--- config.mk ---
export PLATFORM = sky130hd
export DESIGN_NAME = selective_repeat_send_window_core
export DESIGN_NICKNAME = d
export VERILOG_FILES = /design/src/hdl/srsw_pkg.sv /design/src/hdl/srsw_ctrl.sv /design/src/hdl/srsw_datapath.sv /design/src/hdl/selective_repeat_send_window_core.sv
export SDC_FILE = /design/constraint.sdc
export NUM_CORES = 1
export LEC_CHECK = 0
export ABC_AREA = 0
export BUFFER_PORTS_ARGS = -buffer_cell sky130_fd_sc_hd__buf_2
export CAP_MARGIN = 20
export CORE_MARGIN = 8
export CORE_UTILIZATION = 35
export DETAILED_ROUTE_END_ITERATION = 6
export GPL_ROUTABILITY_DRIVEN = 0
export PLACE_DENSITY_LB_ADDON = 0.15
export SETUP_SLACK_MARGIN = 0.5
export SLEW_MARGIN = 20
export SYNTH_ARGS = -nofsm -noshare
export SYNTH_HDL_FRONTEND = slang
export SYNTH_SLANG_ARGS = --single-unit
--- constraint.sdc ---
create_clock -name i_clk -period 5.3 [get_ports i_clk]
set_input_delay 1.06 -clock i_clk [delete_from_list [all_inputs] [get_ports i_clk]]
set_output_delay 1.06 -clock i_clk [all_outputs]
set_load 0.02 [all_outputs]
--- src/hdl/srsw_pkg.sv ---
package srsw_pkg;

    // Field widths fixed by the stream format
    localparam int REQ_W     = 2;
    localparam int SEQ_NUM_W = 6;
    localparam int ACT_W     = 2;
    localparam int WIN_W     = 6;
    localparam int WALK_W    = 6;
    localparam int DATA_W    = 8;

    // Defaults and limits
    localparam int                SEQ_SPACE_DEF = 64;
    localparam logic [WIN_W-1:0]  WIN_RESET     = 6'd8;
    localparam logic [WALK_W-1:0] MAX_WALK      = 6'd63;

    // Request kinds carried in the slave-side tuser
    typedef enum logic [REQ_W-1:0] {
        REQ_SEND = 2'd0,
        REQ_ACK  = 2'd1,
        REQ_NACK = 2'd2
    } t_req;

    // Action kinds carried in the master-side tuser
    typedef enum logic [ACT_W-1:0] {
        ACT_GRANT  = 2'd0,
        ACT_REFUSE = 2'd1,
        ACT_STOP   = 2'd2,
        ACT_RETX   = 2'd3
    } t_action;

    // Datapath operations issued by the controller
    typedef enum logic [2:0] {
        DP_NOP,
        DP_CLEAR,
        DP_LOAD,
        DP_SEND,
        DP_NACK,
        DP_MARK,
        DP_BASE,
        DP_WALK
    } t_dp_op;

    // Controller states
    typedef enum logic [1:0] {
        ST_CLEAR,
        ST_IDLE,
        ST_EXEC,
        ST_WALK
    } t_state;

    typedef struct packed {
        logic   in_ready;
        t_dp_op op;
    } t_dp_cmd;

    typedef struct packed {
        logic clear_done;
        logic out_free;
        t_req req;
        logic at_base;
        logic walk_more;
    } t_dp_status;

endpackage

--- src/hdl/srsw_ctrl.sv ---
module srsw_ctrl (
    input  logic                   i_clk,
    input  logic                   i_rst_n,
    input  logic                   i_in_valid,
    input  srsw_pkg::t_dp_status   i_status,
    output srsw_pkg::t_dp_cmd      o_cmd
);

    srsw_pkg::t_state r_state;
    srsw_pkg::t_state n_state;

    // Hold the state register
    always_ff @(posedge i_clk) begin
        if (!i_rst_n) begin
            r_state <= srsw_pkg::ST_CLEAR;
        end else begin
            r_state <= n_state;
        end
    end

    // Decide the next state and the datapath operation
    always_comb begin
        n_state         = r_state;
        o_cmd.in_ready  = 1'b0;
        o_cmd.op        = srsw_pkg::DP_NOP;
        case (r_state)
            srsw_pkg::ST_CLEAR: begin
                o_cmd.op = srsw_pkg::DP_CLEAR;
                if (i_status.clear_done) begin
                    n_state = srsw_pkg::ST_IDLE;
                end
            end
            srsw_pkg::ST_IDLE: begin
                o_cmd.in_ready = 1'b1;
                if (i_in_valid) begin
                    o_cmd.op = srsw_pkg::DP_LOAD;
                    n_state  = srsw_pkg::ST_EXEC;
                end
            end
            srsw_pkg::ST_EXEC: begin
                case (i_status.req)
                    srsw_pkg::REQ_SEND: begin
                        if (i_status.out_free) begin
                            o_cmd.op = srsw_pkg::DP_SEND;
                            n_state  = srsw_pkg::ST_IDLE;
                        end
                    end
                    srsw_pkg::REQ_NACK: begin
                        if (i_status.out_free) begin
                            o_cmd.op = srsw_pkg::DP_NACK;
                            n_state  = srsw_pkg::ST_IDLE;
                        end
                    end
                    srsw_pkg::REQ_ACK: begin
                        // ACK at the base starts the walk; its result leaves from the walk
                        if (i_status.at_base) begin
                            o_cmd.op = srsw_pkg::DP_BASE;
                            n_state  = srsw_pkg::ST_WALK;
                        end else if (i_status.out_free) begin
                            o_cmd.op = srsw_pkg::DP_MARK;
                            n_state  = srsw_pkg::ST_IDLE;
                        end
                    end
                    default: begin
                        // Unused request kind: drop it
                        n_state = srsw_pkg::ST_IDLE;
                    end
                endcase
            end
            srsw_pkg::ST_WALK: begin
                if (i_status.out_free) begin
                    o_cmd.op = srsw_pkg::DP_WALK;
                    if (!i_status.walk_more) begin
                        n_state = srsw_pkg::ST_IDLE;
                    end
                end
            end
            default: begin
                n_state = srsw_pkg::ST_CLEAR;
            end
        endcase
    end

endmodule

--- src/hdl/srsw_datapath.sv ---
module srsw_datapath #(
    parameter int SEQ_SPACE = srsw_pkg::SEQ_SPACE_DEF
) (
    input  logic                               i_clk,
    input  logic                               i_rst_n,
    input  srsw_pkg::t_dp_cmd                  i_cmd,
    output srsw_pkg::t_dp_status               o_status,
    input  logic                               i_cfg_valid,
    input  logic [srsw_pkg::WIN_W-1:0]         i_cfg_data,
    input  logic [srsw_pkg::REQ_W-1:0]         i_in_req,
    input  logic [srsw_pkg::SEQ_NUM_W-1:0]     i_in_seq,
    input  logic                               i_out_ready,
    output logic                               o_out_valid,
    output logic [srsw_pkg::ACT_W-1:0]         o_out_action,
    output logic [srsw_pkg::SEQ_NUM_W-1:0]     o_out_seq,
    output logic                               o_out_last
);

    localparam int SEQ_W = $clog2(SEQ_SPACE);
    localparam int CMP_W = (SEQ_W > srsw_pkg::WIN_W) ? SEQ_W : srsw_pkg::WIN_W;
    localparam int TAB_N = 2 ** srsw_pkg::SEQ_NUM_W;
    localparam logic [SEQ_W-1:0] SEQ_LAST = SEQ_W'(SEQ_SPACE - 1);
    localparam logic [SEQ_W:0]   SEQ_SPAN = (SEQ_W + 1)'(SEQ_SPACE);
    localparam logic [CMP_W-1:0] WIN_MAX  = CMP_W'(SEQ_SPACE - 1);

    function automatic logic [SEQ_W-1:0] seq_inc(input logic [SEQ_W-1:0] s);
        return (s == SEQ_LAST) ? '0 : s + SEQ_W'(1);
    endfunction

    function automatic logic [srsw_pkg::SEQ_NUM_W-1:0] seq_out(input logic [SEQ_W-1:0] s);
        logic [CMP_W-1:0] ext;
        ext = CMP_W'(s);
        return ext[srsw_pkg::SEQ_NUM_W-1:0];
    endfunction

    // Window state and working registers
    logic [srsw_pkg::WIN_W-1:0]  r_window_size;
    logic [SEQ_W-1:0]            r_base, n_base;
    logic [SEQ_W-1:0]            r_next, n_next;
    logic [SEQ_W-1:0]            r_cur, n_cur;
    logic [SEQ_W-1:0]            r_seq, n_seq;
    logic [SEQ_W-1:0]            r_clr_addr, n_clr_addr;
    logic [srsw_pkg::WALK_W-1:0] r_walked, n_walked;
    srsw_pkg::t_req              r_req, n_req;

    // Acknowledged marks
    logic                        r_marks [SEQ_SPACE];
    logic                        r_rd_mark;
    logic                        w_wr_en;
    logic [SEQ_W-1:0]            w_wr_addr;
    logic                        w_wr_data;

    // Result register
    logic                           r_out_valid, n_out_valid;
    srsw_pkg::t_action              r_out_action, n_out_action;
    logic [srsw_pkg::SEQ_NUM_W-1:0] r_out_seq, n_out_seq;
    logic                           r_out_last, n_out_last;

    logic [SEQ_W-1:0] w_seq_tab [TAB_N];
    logic [SEQ_W:0]   w_dist_x;
    logic [CMP_W-1:0] w_dist;
    logic [CMP_W-1:0] w_win;
    logic             w_grant;
    logic             w_walk_more;
    logic             w_out_free;

    // Reduce an incoming number into the sequence space
    for (genvar g = 0; g < TAB_N; g++) begin : g_seq_tab
        assign w_seq_tab[g] = SEQ_W'(g % SEQ_SPACE);
    end

    // Window room: modular distance from base to next against the clamped size
    assign w_dist_x = {1'b0, r_next} - {1'b0, r_base} + ((r_next < r_base) ? SEQ_SPAN : '0);
    assign w_dist   = CMP_W'(w_dist_x[SEQ_W-1:0]);
    assign w_win    = (CMP_W'(r_window_size) > WIN_MAX) ? WIN_MAX : CMP_W'(r_window_size);
    assign w_grant  = (w_dist < w_win);

    assign w_walk_more = r_rd_mark && (r_walked != srsw_pkg::MAX_WALK);
    assign w_out_free  = !r_out_valid || i_out_ready;

    assign o_status.clear_done = (r_clr_addr == SEQ_LAST);
    assign o_status.out_free   = w_out_free;
    assign o_status.req        = r_req;
    assign o_status.at_base    = (r_seq == r_base);
    assign o_status.walk_more  = w_walk_more;

    // Carry out the operation chosen by the controller
    always_comb begin
        n_base       = r_base;
        n_next       = r_next;
        n_cur        = r_cur;
        n_seq        = r_seq;
        n_clr_addr   = r_clr_addr;
        n_walked     = r_walked;
        n_req        = r_req;
        n_out_valid  = r_out_valid && !i_out_ready;
        n_out_action = r_out_action;
        n_out_seq    = r_out_seq;
        n_out_last   = r_out_last;
        w_wr_en      = 1'b0;
        w_wr_addr    = r_base;
        w_wr_data    = 1'b0;
        case (i_cmd.op)
            srsw_pkg::DP_CLEAR: begin
                w_wr_en    = 1'b1;
                w_wr_addr  = r_clr_addr;
                n_clr_addr = seq_inc(r_clr_addr);
            end
            srsw_pkg::DP_LOAD: begin
                n_req = srsw_pkg::t_req'(i_in_req);
                n_seq = w_seq_tab[i_in_seq];
            end
            srsw_pkg::DP_SEND: begin
                n_out_valid  = 1'b1;
                n_out_action = w_grant ? srsw_pkg::ACT_GRANT : srsw_pkg::ACT_REFUSE;
                n_out_seq    = seq_out(r_next);
                n_out_last   = 1'b1;
                if (w_grant) begin
                    n_next = seq_inc(r_next);
                end
            end
            srsw_pkg::DP_NACK: begin
                n_out_valid  = 1'b1;
                n_out_action = srsw_pkg::ACT_RETX;
                n_out_seq    = seq_out(r_seq);
                n_out_last   = 1'b1;
            end
            srsw_pkg::DP_MARK: begin
                w_wr_en      = 1'b1;
                w_wr_addr    = r_seq;
                w_wr_data    = 1'b1;
                n_out_valid  = 1'b1;
                n_out_action = srsw_pkg::ACT_STOP;
                n_out_seq    = seq_out(r_seq);
                n_out_last   = 1'b1;
            end
            srsw_pkg::DP_BASE: begin
                // Clear the base mark, park its stop and look at the next entry
                w_wr_en  = 1'b1;
                w_wr_addr = r_base;
                n_cur    = r_base;
                n_base   = seq_inc(r_base);
                n_walked = '0;
            end
            srsw_pkg::DP_WALK: begin
                n_out_valid  = 1'b1;
                n_out_action = srsw_pkg::ACT_STOP;
                n_out_seq    = seq_out(r_cur);
                n_out_last   = !w_walk_more;
                if (w_walk_more) begin
                    w_wr_en   = 1'b1;
                    w_wr_addr = r_base;
                    n_cur     = r_base;
                    n_base    = seq_inc(r_base);
                    n_walked  = r_walked + srsw_pkg::WALK_W'(1);
                end
            end
            default: begin
            end
        endcase
    end

    // Hold control state
    always_ff @(posedge i_clk) begin
        if (!i_rst_n) begin
            r_window_size <= srsw_pkg::WIN_RESET;
            r_base        <= SEQ_W'(1);
            r_next        <= SEQ_W'(1);
            r_clr_addr    <= '0;
            r_out_valid   <= 1'b0;
        end else begin
            if (i_cfg_valid) begin
                r_window_size <= i_cfg_data;
            end
            r_base      <= n_base;
            r_next      <= n_next;
            r_clr_addr  <= n_clr_addr;
            r_out_valid <= n_out_valid;
        end
    end

    // Hold working and result payload
    always_ff @(posedge i_clk) begin
        r_cur        <= n_cur;
        r_seq        <= n_seq;
        r_walked     <= n_walked;
        r_req        <= n_req;
        r_out_action <= n_out_action;
        r_out_seq    <= n_out_seq;
        r_out_last   <= n_out_last;
    end

    // Mark memory: one write port, registered read of the coming base
    always_ff @(posedge i_clk) begin
        if (w_wr_en) begin
            r_marks[w_wr_addr] <= w_wr_data;
        end
        r_rd_mark <= r_marks[n_base];
    end

    assign o_out_valid  = r_out_valid;
    assign o_out_action = r_out_action;
    assign o_out_seq    = r_out_seq;
    assign o_out_last   = r_out_last;

endmodule

--- src/hdl/selective_repeat_send_window_core.sv ---
// Sender window for selective-repeat ARQ. After reset the block sweeps its
// acknowledged-mark memory clear, one entry per cycle, and holds
// o_s_axis_tready low meanwhile; configuration writes are taken at any time.
// Items are handled one at a time: a send request, a NACK or an ACK away from
// the window base is accepted, then executed into the result register once
// that is free; an unused request kind is accepted, then dropped. An ACK at
// the base is accepted, then clears the base mark and walks the marked entries
// behind it; the walk reads one mark from the mark memory per cycle while the
// master side takes results, and emits one stop-timer transfer per entry. A
// waiting result does not stop the next item from being accepted.
module selective_repeat_send_window_core #(
    parameter int SEQ_SPACE = srsw_pkg::SEQ_SPACE_DEF
) (
    input  logic                              i_clk,
    input  logic                              i_rst_n,
    // Configuration: window_size
    input  logic                              i_cfg_valid,
    output logic                              o_cfg_ready,
    input  logic [srsw_pkg::WIN_W-1:0]        i_cfg_data,
    // Request stream
    input  logic                              i_s_axis_tvalid,
    output logic                              o_s_axis_tready,
    input  logic [srsw_pkg::DATA_W-1:0]       i_s_axis_tdata,   // [5:0] seq_number
    input  logic [srsw_pkg::REQ_W-1:0]        i_s_axis_tuser,   // [1:0] req_type
    // Action stream
    output logic                              o_m_axis_tvalid,
    input  logic                              i_m_axis_tready,
    output logic [srsw_pkg::DATA_W-1:0]       o_m_axis_tdata,   // [5:0] action_seq
    output logic [srsw_pkg::ACT_W-1:0]        o_m_axis_tuser,   // [1:0] action
    output logic                              o_m_axis_tlast
);

    srsw_pkg::t_dp_cmd              w_cmd;
    srsw_pkg::t_dp_status           w_status;
    logic [srsw_pkg::SEQ_NUM_W-1:0] w_out_seq;

    srsw_ctrl u_ctrl (
        .i_clk      (i_clk),
        .i_rst_n    (i_rst_n),
        .i_in_valid (i_s_axis_tvalid),
        .i_status   (w_status),
        .o_cmd      (w_cmd)
    );

    srsw_datapath #(
        .SEQ_SPACE (SEQ_SPACE)
    ) u_datapath (
        .i_clk        (i_clk),
        .i_rst_n      (i_rst_n),
        .i_cmd        (w_cmd),
        .o_status     (w_status),
        .i_cfg_valid  (i_cfg_valid),
        .i_cfg_data   (i_cfg_data),
        .i_in_req     (i_s_axis_tuser),
        .i_in_seq     (i_s_axis_tdata[srsw_pkg::SEQ_NUM_W-1:0]),
        .i_out_ready  (i_m_axis_tready),
        .o_out_valid  (o_m_axis_tvalid),
        .o_out_action (o_m_axis_tuser),
        .o_out_seq    (w_out_seq),
        .o_out_last   (o_m_axis_tlast)
    );

    assign o_cfg_ready     = 1'b1;
    assign o_s_axis_tready = w_cmd.in_ready;
    assign o_m_axis_tdata  = {{(srsw_pkg::DATA_W - srsw_pkg::SEQ_NUM_W){1'b0}}, w_out_seq};

endmodule

==> metrics <==
register area share after synthesis=49.9%; commonest non-fill, non-tap cells in the layout=edfxtp_1 (93), nor2_1 (91), nand3_1 (46), nand2_1 (44), inv_1 (31); Ant. Diodes=0; Synthesis Warnings=0; Die ar.=0.0239 mm²; crit path capture type=flop; ranking of synthesized cells by area=edfxtp_1 (42%), dfxtp_1 (8.3%), nor2_1 (5.1%); Post-DP HPWL=12400 µm; Tot GR Track Use=15.1%; hold buffer count at cts=0; htree depth=4; Primary FF master, synth=edfxtp_1; vias in the first global route=5142; R2R Path Start=u_datapath.r_base[0]; power per standard cell area=316 mW/mm²; HP Class=flop to flop; row cnt=50; total power=2.41 mW; reg2reg setup slack=1.42 ns; routed via count=5136; Port Buffers=29; CTS root buf=clkbuf_16; commonest non-fill, non-tap cell in the layout=edfxtp_1; share of layout cells above drive strength 1=13.9%; Synth area leader=edfxtp_1; Setup TNS=0 ns; clock sink count=121; Post-CTS Resized=0; dpl ws=1.19 ns; DRT Pass-1 Iters=7; number of setup violations in the final report=0; wire length of the first global-routing pass=28200 µm; WS Path Type=flop to flop; Mapped Area=0.00672 mm²; distinct cell type count after synthesis=80; CP endpoint=u_datapath.r_rd_mark; max_cap viols=0; drt initial violations=465; Remaining DRCs=3; unrepaired setup endpoints after global routing=false; fin. max-slew vios=0; Final Hold Fails=0; worst setup margin=1.42 ns; average size of a mapped cell=10.3 µm²; EDFF count, synth=93; TritonCTS Buffers=17; Slew @ Worst Pin=0.705 ns; Clock Path Buffers=2; IR drop worst, VDD=213 µV; Final ANT Viol Nets=0; FF-to-FF path depth=9; largest net degree at the start of global routing=65; failing checks=design-rule violations; # Post-CTS Setup Buffers=0; CTS tree=done; Die Ht=155 µm; status=finished, violations left; Area growth, synth to finish=13.3%; CP arrival=4.19 ns; Critical Path Source=u_datapath.r_base[0]; hold path start=u_datapath.r_window_size[3]; final period demand of the worst path=3.88 ns; Die Span X=155 µm; CORE AREA=0.0188 mm²; WL final=17800 µm; Setup crit start kind=flop; clock-pin slew on the worst setup and hold paths=0.05 ns; Leakage Power=2.69 nW; critical path fanouts, max=26; Clock Latency Late Sink=0.41 ns; Initial Utilization=35.8%; share of the synthesized area in the top cell type=41.6%; reg-to-reg endpoint=u_datapath.r_rd_mark; Final nets=716; FFs w/ async S/R, synth=0%; Tcrit/Tclk final=73.2%; #FFs+latches synth=121; fmax=0.258 GHz; Worst EP required=5.60 ns; initial antenna violation count=0; io pins=35; routed len/inst=19.2 µm; Via density=5.56; Mapped Cells=651; Slew HR=52.8%; worst clock skew=0.00770 ns; GR Overflow Total=0
-- cell type report --
| class | count | area [µm²] |
|---|---|---|
| Tap cell | 234 | 293 |
| Sequential cell | 121 | 3350 |
| Clock buffer | 24 | 492 |
| Multi-Input combinational cell | 466 | 3050 |
| Clock inverter | 8 | 93.8 |
| Timing Repair Buffer | 37 | 205 |
| Fill cell | 1846 | 11200 |
| Inverter | 33 | 126 |
-- how the worst min path moves through the flow --
stage          cells past startpoint                     endpoint  slack, ns
2_1_floorplan                      0          u_datapath.r_cur[1]       0.43
3_3_place_gp                       2  u_datapath.r_window_size[3]       0.48
3_5_place_dp                       2  u_datapath.r_window_size[3]       0.50
4_1_cts                            2  u_datapath.r_window_size[3]       0.51
5_1_grt                            2  u_datapath.r_window_size[5]       0.54
6_report                           2  u_datapath.r_window_size[3]       0.50
-- metrics by stage --
stage	area (µm²)	utilization [%]	hold WS (ns)	cells
after global routing	7610	40.6	0.538	923
after floorplan	6720	-	0.429	652
after global placement	7030	37.5	0.485	891
after detailed placement	7030	37.5	0.500	891
after CTS	7610	40.6	0.507	923
final	7610	40.6	0.496	923
-- report_power, final --
part / internal [mW] / switching, mW / total [mW]
clock network: 0.737 / 0.402 / 1.14
registers: 1.04 / 0.0162 / 1.05
logic: 0.0606 / 0.152 / 0.212
total: 1.84 / 0.570 / 2.41
-- routing by layer --
layer,track usage (%),vias to the layer above,routed length [µm]
met3,3.68,23,1260
met1,18.9,2505,7740
met5,0,-,0
li1,-,2441,-
met4,5.18,0,297
met2,25.2,167,8460
-- sequential cells by signal, indices dropped and copies added (netlist names) --
| register | flops |
|---|---|
| u_datapath.o_out_action | 2 |
| u_datapath.r_seq | 6 |
| u_datapath.o_out_last | 1 |
| u_datapath.r_clr_addr | 6 |
| u_datapath.r_next | 6 |
| u_datapath.r_req | 2 |
| u_datapath.o_out_valid | 1 |
| u_datapath.o_out_seq | 6 |
| u_ctrl.r_state | 2 |
| u_datapath.r_walked | 6 |
| u_datapath.r_cur | 6 |
| u_datapath.r_rd_mark | 1 |
| u_datapath.r_base | 6 |
| u_datapath.r_marks | 64 |
| u_datapath.r_window_size | 6 |
-- cells by family (layout without fill, tap and decap cells) --
kind of cell / after synthesis / after routing / synth area share (%)
AOI/OAI and AO/OA: 112 / 112 / 13.2
and+or+nand+nor: 289 / 289 / 22.1
buffers and inverters: 65 / 102 / 4.73
other: 2 / 3 / 0.112
DFF: 121 / 121 / 49.9
adders and majority gates: 19 / 19 / 3.65
xor gates and xnor gates: 27 / 27 / 3.85
muxes: 16 / 16 / 2.46
-- synthesized netlist by cell type (3+ instances only) --
library cell,number
nor2_1,91
nand3_1,46
a21oi_1,14
ha_1,18
a21o_1,3
a211o_1,5
nor2b_1,12
and4_1,8
nor4_1,6
nand2_1,44
xor2_1,5
xnor2_1,19
o211a_1,5
buf_4,3
xnor2_2,3
o211ai_1,5
a21boi_0,4
o221ai_1,3
buf_6,4
a31oi_1,12
dfxtp_1,28
inv_1,31
or3_1,3
and3_1,18
nand4_1,14
buf_2,6
a222oi_1,7
and2_1,10
a41oi_1,4
clkbuf_1,16
nor3_1,5
nand3b_1,4
o21ai_0,15
nand2b_1,9
o21a_1,5
or2_2,3
edfxtp_1,93
mux2i_1,14
-- worst max-delay path, cell delays in order (launching register included) --
cell,delay [ns]
dfxtp_1,0.68
buf_4,0.40
ha_1,0.49
and3_1,0.65
nor3_4,0.11
nor2_1,0.49
mux2_2,0.41
o2111ai_1,0.23
nand4_1,0.13
a21o_1,0.18
No activity file was read; power rests on OpenSTA's default activity.
